**src/sv/frapq_pkg.sv**
```systemverilog
// shared types and constants for the fenwick range-add / point-query core
// request field layout, operation kinds, controller states, command and status bundles
// no dependencies
package frapq_pkg;

    localparam int unsigned POSITIONS_DEF = 65536;

    localparam int KIND_W   = 3;
    localparam int IDX_W    = 17;
    localparam int SUM_W    = 32;

    localparam int FIRST_LSB  = 0;
    localparam int LAST_LSB   = FIRST_LSB + IDX_W;
    localparam int AMOUNT_LSB = LAST_LSB + IDX_W;
    localparam int REQ_BITS   = AMOUNT_LSB + SUM_W;
    localparam int S_TDATA_W  = ((REQ_BITS + 7) / 8) * 8;

    typedef enum logic [KIND_W-1:0] {
        KIND_POINT_ADD = 3'd0,
        KIND_RANGE_ADD = 3'd1,
        KIND_PREFIX    = 3'd2,
        KIND_RANGE_SUM = 3'd3,
        KIND_SET       = 3'd4
    } kind_t;

    typedef enum logic [2:0] {
        ST_CLEAR,
        ST_IDLE,
        ST_DECODE,
        ST_ADD_CHK,
        ST_ADD_WR,
        ST_PRE_CHK,
        ST_PRE_ACC,
        ST_OUT
    } state_t;

    typedef enum logic [2:0] {
        POS_HOLD,
        POS_FIRST,
        POS_LAST_INC,
        POS_LAST_CLAMP,
        POS_FIRST_DEC,
        POS_UP,
        POS_DOWN
    } pos_op_t;

    typedef enum logic [1:0] {
        VAL_HOLD,
        VAL_AMOUNT,
        VAL_NEG,
        VAL_DIFF
    } val_op_t;

    typedef enum logic {
        OUT_ACC,
        OUT_DIFF
    } out_sel_t;

    typedef struct packed {
        logic     req_load;
        logic     clr_step;
        pos_op_t  pos_op;
        val_op_t  val_op;
        logic     acc_clr;
        logic     acc_add;
        logic     hold_save;
        logic     mem_rd;
        logic     mem_wr;
        logic     out_load;
        out_sel_t out_sel;
    } cmd_t;

    typedef struct packed {
        kind_t kind;
        logic  pos_zero;
        logic  pos_valid;
        logic  first_valid;
        logic  clr_last;
        logic  out_free;
    } sts_t;

endpackage

```
**src/sv/frapq_ctrl.sv**
```systemverilog
// controller: sequences tree walks for each request kind
// depends on frapq_pkg
module frapq_ctrl (
    input  logic            aclk,
    input  logic            aresetn,
    input  logic            s_tvalid,
    output logic            s_tready,
    output frapq_pkg::cmd_t cmd,
    input  frapq_pkg::sts_t sts
);
    import frapq_pkg::*;

    state_t state_reg, state_next;
    logic   phase_reg, phase_next;

    always_ff @(posedge aclk) begin
        if (!aresetn) begin
            state_reg <= ST_CLEAR;
            phase_reg <= 1'b0;
        end else begin
            state_reg <= state_next;
            phase_reg <= phase_next;
        end
    end

    always_comb begin
        state_next = state_reg;
        phase_next = phase_reg;
        cmd        = '0;
        s_tready   = 1'b0;
        unique case (state_reg)
            ST_CLEAR: begin
                cmd.clr_step = 1'b1;
                if (sts.clr_last) begin
                    state_next = ST_IDLE;
                end
            end
            ST_IDLE: begin
                s_tready = 1'b1;
                if (s_tvalid) begin
                    cmd.req_load = 1'b1;
                    phase_next   = 1'b0;
                    state_next   = ST_DECODE;
                end
            end
            ST_DECODE: begin
                unique case (sts.kind)
                    KIND_POINT_ADD, KIND_RANGE_ADD: begin
                        cmd.pos_op = POS_FIRST;
                        cmd.val_op = VAL_AMOUNT;
                        state_next = ST_ADD_CHK;
                    end
                    KIND_PREFIX, KIND_RANGE_SUM: begin
                        cmd.pos_op  = POS_LAST_CLAMP;
                        cmd.acc_clr = 1'b1;
                        state_next  = ST_PRE_CHK;
                    end
                    KIND_SET: begin
                        if (sts.first_valid) begin
                            cmd.pos_op  = POS_FIRST;
                            cmd.acc_clr = 1'b1;
                            state_next  = ST_PRE_CHK;
                        end else begin
                            state_next = ST_IDLE;
                        end
                    end
                    default: state_next = ST_IDLE;
                endcase
            end
            ST_ADD_CHK: begin
                if (sts.pos_valid) begin
                    cmd.mem_rd = 1'b1;
                    state_next = ST_ADD_WR;
                end else if (sts.kind == KIND_RANGE_ADD && !phase_reg) begin
                    // second climb subtracts just past the range end
                    cmd.pos_op = POS_LAST_INC;
                    cmd.val_op = VAL_NEG;
                    phase_next = 1'b1;
                end else begin
                    state_next = ST_IDLE;
                end
            end
            ST_ADD_WR: begin
                cmd.mem_wr = 1'b1;
                cmd.pos_op = POS_UP;
                state_next = ST_ADD_CHK;
            end
            ST_PRE_CHK: begin
                if (!sts.pos_zero) begin
                    cmd.mem_rd = 1'b1;
                    state_next = ST_PRE_ACC;
                end else if (sts.kind == KIND_SET) begin
                    // climb again with the difference to the current value
                    cmd.val_op = VAL_DIFF;
                    cmd.pos_op = POS_FIRST;
                    phase_next = 1'b1;
                    state_next = ST_ADD_CHK;
                end else if (sts.kind == KIND_RANGE_SUM && !phase_reg) begin
                    cmd.hold_save = 1'b1;
                    cmd.acc_clr   = 1'b1;
                    cmd.pos_op    = POS_FIRST_DEC;
                    phase_next    = 1'b1;
                end else begin
                    state_next = ST_OUT;
                end
            end
            ST_PRE_ACC: begin
                cmd.acc_add = 1'b1;
                cmd.pos_op  = POS_DOWN;
                state_next  = ST_PRE_CHK;
            end
            ST_OUT: begin
                if (sts.out_free) begin
                    cmd.out_load = 1'b1;
                    cmd.out_sel  = (sts.kind == KIND_RANGE_SUM) ? OUT_DIFF : OUT_ACC;
                    state_next   = ST_IDLE;
                end
            end
            default: state_next = ST_IDLE;
        endcase
    end

endmodule

```
**config.mk**
```make
export PLATFORM = sky130hd
export DESIGN_NAME = frapq_ctrl
export DESIGN_NICKNAME = d
export VERILOG_FILES = /design/src/sv/frapq_pkg.sv /design/src/sv/frapq_ctrl.sv
export SDC_FILE = /design/constraint.sdc
export NUM_CORES = 1
export LEC_CHECK = 0
export ABC_AREA = 1
export BUFFER_PORTS_ARGS = -buffer_cell sky130_fd_sc_hd__buf_2
export CORE_AREA = 2 2 39 41
export DETAILED_ROUTE_END_ITERATION = 8
export DIE_AREA = 0 0 41 43
export PLACE_DENSITY = 0.87
export SYNTH_ARGS = -nofsm -noshare
export SYNTH_HDL_FRONTEND = slang
export SYNTH_SLANG_ARGS = --single-unit
```
**constraint.sdc**
```tcl
create_clock -name aclk -period 2.18 [get_ports aclk]
set_input_delay 0.109 -clock aclk [delete_from_list [all_inputs] [get_ports aclk]]
set_output_delay 0.109 -clock aclk [all_outputs]
set_load 0.02 [all_outputs]
```
==> results of run 1 <==
[layout make-up]
cell class / instances / area [um^2]
well taps: 16 / 20.0
inverters: 20 / 82.6
multi-input cells: 70 / 399
flip-flops and latches: 4 / 80.1
repair buffers: 25 / 125
fillers: 155 / 654
clock buffers: 3 / 22.5
[final timing paths]
path	startpoint	endpoint	slack, ns	cells after the start
worst max-delay path	state_reg[0]$_SDFFE_PN0P_	cmd[9]	0.39	6
worst min-delay path	aresetn	state_reg[2]$_SDFFE_PN0P_	0.15	3
worst max register to register	state_reg[0]$_SDFFE_PN0P_	state_reg[1]$_SDFFE_PN0P_	0.65	7
worst min register to register	phase_reg$_SDFFE_PN0P_	phase_reg$_SDFFE_PN0P_	0.48	2
[layer usage]
metal / GRT usage / vias to the layer above
li1: - / 370
met1: 0.282 / 304
met2: 0.266 / 44
met3: 0.0524 / 4
met4: 0.0733 / 0
met5: 0 / -
[through the flow]
| step | worst slack (ns) | instance area [um^2] | instances | power [W] | util |
|---|---|---|---|---|---|
| 4_1_cts | 0.388 | 729 | 138 | 0.000358 | 0.527 |
| 6_report | 0.393 | 729 | 138 | 0.000356 | 0.527 |
| 3_3_place_gp | 0.680 | 707 | 135 | 0.000264 | 0.511 |
| 2_1_floorplan | 0.787 | 596 | 97 | 0.000234 | - |
| 3_5_place_dp | 0.635 | 707 | 135 | 0.000268 | 0.511 |
| 5_1_grt | 0.260 | 729 | 138 | 0.000385 | 0.527 |
[cells by family (layout without fill, tap and decap cells)]
group	Yosys count	count (layout)	share of synthesized area
and+or+nand+nor	57	57	0.538
AOI/OAI and AO/OA	13	13	0.132
DFF	4	4	0.134
buffers and inverters	23	48	0.195
[cell usage after synthesis]
| library cell | number |
|---|---|
| sky130_fd_sc_hd__nor4_1 | 1 |
| sky130_fd_sc_hd__buf_6 | 3 |
| sky130_fd_sc_hd__nand4_1 | 4 |
| sky130_fd_sc_hd__a21oi_1 | 5 |
| sky130_fd_sc_hd__inv_8 | 1 |
| sky130_fd_sc_hd__nor2_4 | 1 |
| sky130_fd_sc_hd__o21bai_1 | 1 |
| sky130_fd_sc_hd__o2111ai_1 | 2 |
| sky130_fd_sc_hd__nand3b_1 | 1 |
| sky130_fd_sc_hd__nand3_1 | 8 |
| sky130_fd_sc_hd__clkinv_1 | 1 |
| sky130_fd_sc_hd__nand2_1 | 14 |
| sky130_fd_sc_hd__nor3_1 | 2 |
| sky130_fd_sc_hd__inv_2 | 3 |
| sky130_fd_sc_hd__a21oi_2 | 1 |
| sky130_fd_sc_hd__nand2_2 | 5 |
| sky130_fd_sc_hd__dfxtp_1 | 4 |
| sky130_fd_sc_hd__nor2_1 | 9 |
| sky130_fd_sc_hd__nand3b_2 | 1 |
| sky130_fd_sc_hd__inv_1 | 15 |
| sky130_fd_sc_hd__o21ai_0 | 4 |
| sky130_fd_sc_hd__nor2_2 | 7 |
| sky130_fd_sc_hd__nand3_4 | 1 |
| sky130_fd_sc_hd__nand3_2 | 3 |
[worst register-to-register path, cell delays in order (launching register included)]
cell and delay [ns]:
sky130_fd_sc_hd__dfxtp_1 0.65, sky130_fd_sc_hd__inv_1 0.14, sky130_fd_sc_hd__nand2_2 0.11, sky130_fd_sc_hd__nor2_1 0.06, sky130_fd_sc_hd__nand3_1 0.17, sky130_fd_sc_hd__o21ai_0 0.11
sky130_fd_sc_hd__nand3_1 0.11, sky130_fd_sc_hd__a21oi_1 0.07
[power by group]
| group | leakage, nW | total (W) | switching [W] | internal, W |
|---|---|---|---|---|
| Sequential | 0.0329 | 0.000111 | 0.0000279 | 0.0000829 |
| Combinational | 0.384 | 0.000157 | 0.0000980 | 0.0000593 |
| Clock | 0.0138 | 0.0000878 | 0.0000265 | 0.0000613 |
| Total | 0.430 | 0.000356 | 0.000152 | 0.000203 |
==> results.cfg, run 1 <==
[detailed_routing]
residual_drc_count = 0
wl_met2_um = 677
drt_wl_total_um = 1470
drt-pass1-iter-count = 4
num_vias = 722
drt.antenna.violating_nets = 0
highest_layer = met4
drt-wirelength-per-cell_um = 10.7
route.met3.wl_um = 157
detail_route.wirelength.met1_um = 612
drt_iter0_drc = 21
via_per_inst = 5.23

[yosys]
ys.warnings.count = 0
post_synth_main_area_contributors = sky130_fd_sc_hd__dfxtp_1 (13%), sky130_fd_sc_hd__inv_1 (9.5%), sky130_fd_sc_hd__nand2_1 (8.8%)
synth-seq-cells = 4
synth_largest_type_area_fraction = 0.134
number_of_distinct_library_cell_variants_in_the_gate_level_netlist_after_synthesis = 24
synth-seq-area-share = 0.134
cell_area_after_synthesis_um2 = 596
post_synth_inst_count = 97
synth_top_cell_by_area = sky130_fd_sc_hd__dfxtp_1
postSynthAreaPerCell_um2 = 6.14
synth.net_count = 108

[clocking]
htree_levels = 1
cts.sink_count = 4
cts_hold_buffers = 0
clock_tree_from_tritoncts = yes
cts-buffers-inserted = 3
cts.repair_timing.setup_buffer_count = 0
worstSkewPairLatency_ns = 0.23
clkSlewWorstSetupHoldPaths_ns = 0.03
cts-root-to-sink-buffers = 2
clock-root-buffer = sky130_fd_sc_hd__clkbuf_4
resize_count_post_cts = 0

[floorplan]
die_w_um = 41
die_height_um = 43
core_area_um2 = 1380
rows = 14
effective_utilization_at_floorplan = 0.430
num_io_pins = 26
fp.dieArea_um2 = 1760

[grt]
initial_antenna_violation_count = 0
grt_remaining_overflow = 0
grt_pass1_wl_um = 2470
globalRouteTotalUtil = 0.195
grt_pass1_vias = 641
grt_max_degree = 15

[finish]
largest_register_ffs = 3
nets = 135
ant_diodes = 0
area_growth_pct = 22.5
most-common-layout-cells = sky130_fd_sc_hd__buf_2 (25), sky130_fd_sc_hd__inv_1 (15), sky130_fd_sc_hd__nand2_1 (14)
layout_commonest_cell = sky130_fd_sc_hd__buf_2
drive_gt1_frac = 0.418

[timing]
layout_worst_path_cycle_share = 0.820
report.final.setup_viol = 0
report.final.slew_viol_count = 0
tightestPinTransition_ns = 0.550
max_freq_mhz = 560
final_hold_viol_count = 0
max-slew-margin-rel = 0.633
setup_repair_after_global_routing_missed_its_margin = false
finClkSkew_ns = 0.00507
holdWs_ns = 0.149
period_minus_slack_ns = 1.79
fin_setup_tns_ns = 0

[pwr]
power-per-cell-area_nw_per_um2 = 488
worst_ir_drop_vdd_uv = 277
leak_pwr_nw = 0.430

[worst_setup_path]
cp_num_buf_inv = 2
crit_chain = inv_1 -> nand2_2 -> nor2_1 -> nand3_1 -> o2111ai_1 -> buf_2
crit_path_max_fanout = 14
worstSetupStartpointType = flop
cp-end-kind = output port
timing.critical_path.max_delay_family = flip-flops
critical_path_class = reg -> out
cp_slowest_stage_delay_ns = 0.65
cp_slowest_cell = sky130_fd_sc_hd__dfxtp_1
required_ns = 2.07
worstPathArrival_ns = 1.68

[hold_path]
worst_hold_path_type = in -> reg

[placed_design]
routabilityCongestion = 0.962
port_buffers = 25
detailed_place_hpwl_um = 1210

[flow_run]
drv.max_cap_violation_count = 0

[status]
outcome = finished clean
Note: power is estimated with default switching activity, not from simulation.
==> run 2: changes to the inputs <==
--- a/config.mk
+++ b/config.mk
@@ -7,10 +7,10 @@
 export LEC_CHECK = 0
 export ABC_AREA = 1
 export BUFFER_PORTS_ARGS = -buffer_cell sky130_fd_sc_hd__buf_2
-export CORE_AREA = 2 2 39 41
+export CORE_MARGIN = 2
+export CORE_UTILIZATION = 41
 export DETAILED_ROUTE_END_ITERATION = 8
-export DIE_AREA = 0 0 41 43
-export PLACE_DENSITY = 0.87
+export PLACE_DENSITY = 0.84
 export SYNTH_ARGS = -nofsm -noshare
 export SYNTH_HDL_FRONTEND = slang
 export SYNTH_SLANG_ARGS = --single-unit
==> constraint.sdc (replaced) <==
create_clock -name aclk -period 1.5 [get_ports aclk]
set_input_delay 0.075 -clock aclk [delete_from_list [all_inputs] [get_ports aclk]]
set_output_delay 0.075 -clock aclk [all_outputs]
set_load 0.02 [all_outputs]
==> results.cfg, run 2 (synthesis results as in run 1) <==
[status]
outcome = finished clean

[clocking]
cts-buffers-inserted = 3
cts.sink_count = 4
clock_tree_from_tritoncts = yes
clkSlewWorstSetupHoldPaths_ns = 0.04
htree_levels = 1
clock-root-buffer = sky130_fd_sc_hd__clkbuf_4
worstSkewPairLatency_ns = 0.25
cts_hold_buffers = 0
cts-root-to-sink-buffers = 2

[hold_path]
min_path_cells = 3
timing.hold.worst.start = aresetn
worst_hold_path_type = in -> reg
hold_endpoint = state_reg[2]$_SDFFE_PN0P_

[placed_design]
detailed_place_hpwl_um = 1300
routabilityCongestion = 0.931
port_buffers = 25

[timing]
report.final.setup_viol = 0
max_freq_mhz = 695
fin_setup_tns_ns = 0
tightestPinTransition_ns = 0.270
setup_repair_after_global_routing_missed_its_margin = false
final_hold_viol_count = 0
layout_worst_path_cycle_share = 0.960
report.final.slew_viol_count = 0
period_minus_slack_ns = 1.44
finClkSkew_ns = 0.00923
max-slew-margin-rel = 0.819

[pwr]
power-per-cell-area_nw_per_um2 = 705
leak_pwr_nw = 0.467
total_power_w = 0.000581
worst_ir_drop_vdd_uv = 335

[worst_setup_path]
crit_path_max_fanout = 5
cp-end-kind = output port
worstPathArrival_ns = 1.36
required_ns = 1.42
r2r.worst_path.cells = 9
reg2reg_setup_slack_ns = 0.15
critical_path_class = reg -> out
worstSetupStartpointType = flop
r2r-start = state_reg[1]$_SDFFE_PN0P_
regToRegEndpoint = state_reg[2]$_SDFFE_PN0P_

[grt]
grt_remaining_overflow = 0
grt_max_degree = 11
grt_pass1_vias = 634
initial_antenna_violation_count = 0
grt_pass1_wl_um = 2580
globalRouteTotalUtil = 0.192

[floorplan]
core_area_um2 = 1330
rows = 13
fp.dieArea_um2 = 1770
effective_utilization_at_floorplan = 0.447
die_w_um = 42.1
num_io_pins = 26
die_height_um = 42.1

[detailed_routing]
drt_iter0_drc = 31
via_per_inst = 5.32
residual_drc_count = 0
drt-pass1-iter-count = 4
num_vias = 766
drt.antenna.violating_nets = 0
drt-wirelength-per-cell_um = 11.5
drt_wl_total_um = 1660

[finish]
layout_commonest_cell = sky130_fd_sc_hd__buf_2
most-common-layout-cells = sky130_fd_sc_hd__buf_2 (23), sky130_fd_sc_hd__inv_1 (14), sky130_fd_sc_hd__nand2_1 (14)
ant_diodes = 0
finish.utilization = 0.617
largest_register_ffs = 3
nets = 142
drive_gt1_frac = 0.481
area_growth_pct = 38.2

[flow_run]
drv.max_cap_violation_count = 0
==> run 2: worst max-delay path, cell delays in order, from the launching register on <==
cell	delay, ns
sky130_fd_sc_hd__dfxtp_4	0.35
sky130_fd_sc_hd__buf_6	0.14
sky130_fd_sc_hd__inv_8	0.05
sky130_fd_sc_hd__nand3_4	0.08
sky130_fd_sc_hd__inv_2	0.08
sky130_fd_sc_hd__nand4_1	0.13
sky130_fd_sc_hd__o2111ai_1	0.12
sky130_fd_sc_hd__buf_4	0.17
==> run 2: metrics by stage <==
step / setup slack (ns) / instances / cell area (um^2) / hold slack (ns)
after global routing: 0.000788 / 144 / 823 / 0.129
final: 0.0604 / 144 / 823 / 0.108
after CTS: -0.0270 / 142 / 773 / 0.112
after floorplan: 0.141 / 97 / 596 / 0.213
after global placement: 0.147 / 137 / 728 / 0.353
after detailed placement: 0.116 / 137 / 728 / 0.371
==> run 2: power by group <==
group / switching, W / internal (W)
Sequential: 0.0000182 / 0.000123
Combinational: 0.000174 / 0.000121
Clock: 0.0000540 / 0.0000902
==> run 2: layout make-up <==
cell class	instances	area (um^2)
Timing Repair Buffer	32	199
Fill cell	131	510
Clock buffer	3	22.5
Sequential cell	4	88.8
Inverter	20	82.6
Tap cell	15	18.8
Multi-Input combinational cell	70	412
==> run 2: worst max-delay path by stage <==
stage | from | to | cells after the start
after global routing | state_reg[1]$_SDFFE_PN0P_ | cmd[9] | 7
after global placement | state_reg[2]$_SDFFE_PN0P_ | state_reg[2]$_SDFFE_PN0P_ | 6
after CTS | state_reg[1]$_SDFFE_PN0P_ | cmd[11] | 7
final | state_reg[1]$_SDFFE_PN0P_ | cmd[9] | 7
after floorplan | state_reg[0]$_SDFFE_PN0P_ | cmd[0] | 3
after detailed placement | state_reg[2]$_SDFFE_PN0P_ | state_reg[2]$_SDFFE_PN0P_ | 6
==> run 2: timing repair <==
item | 4_1_cts | 5_1_grt
endpoints found under the setup margin | 9 | 10
gates resized for setup | 5 | 6
endpoints found under the hold margin | 0 | 0
setup buffers | 2 | 2
pin swaps | 0 | 1
==> run 2: routing by layer <==
| layer | GRT usage | vias up | part of all wire | wire length, um |
|---|---|---|---|---|
| met1 | 0.217 | 333 | 0.41 | 676 |
| met2 | 0.328 | 51 | 0.45 | 747 |
| met5 | 0 | - | 0 | 0 |
| li1 | - | 377 | - | - |
| met3 | 0.0172 | 5 | 0.11 | 174 |
| met4 | 0.150 | 0 | 0.034 | 57 |
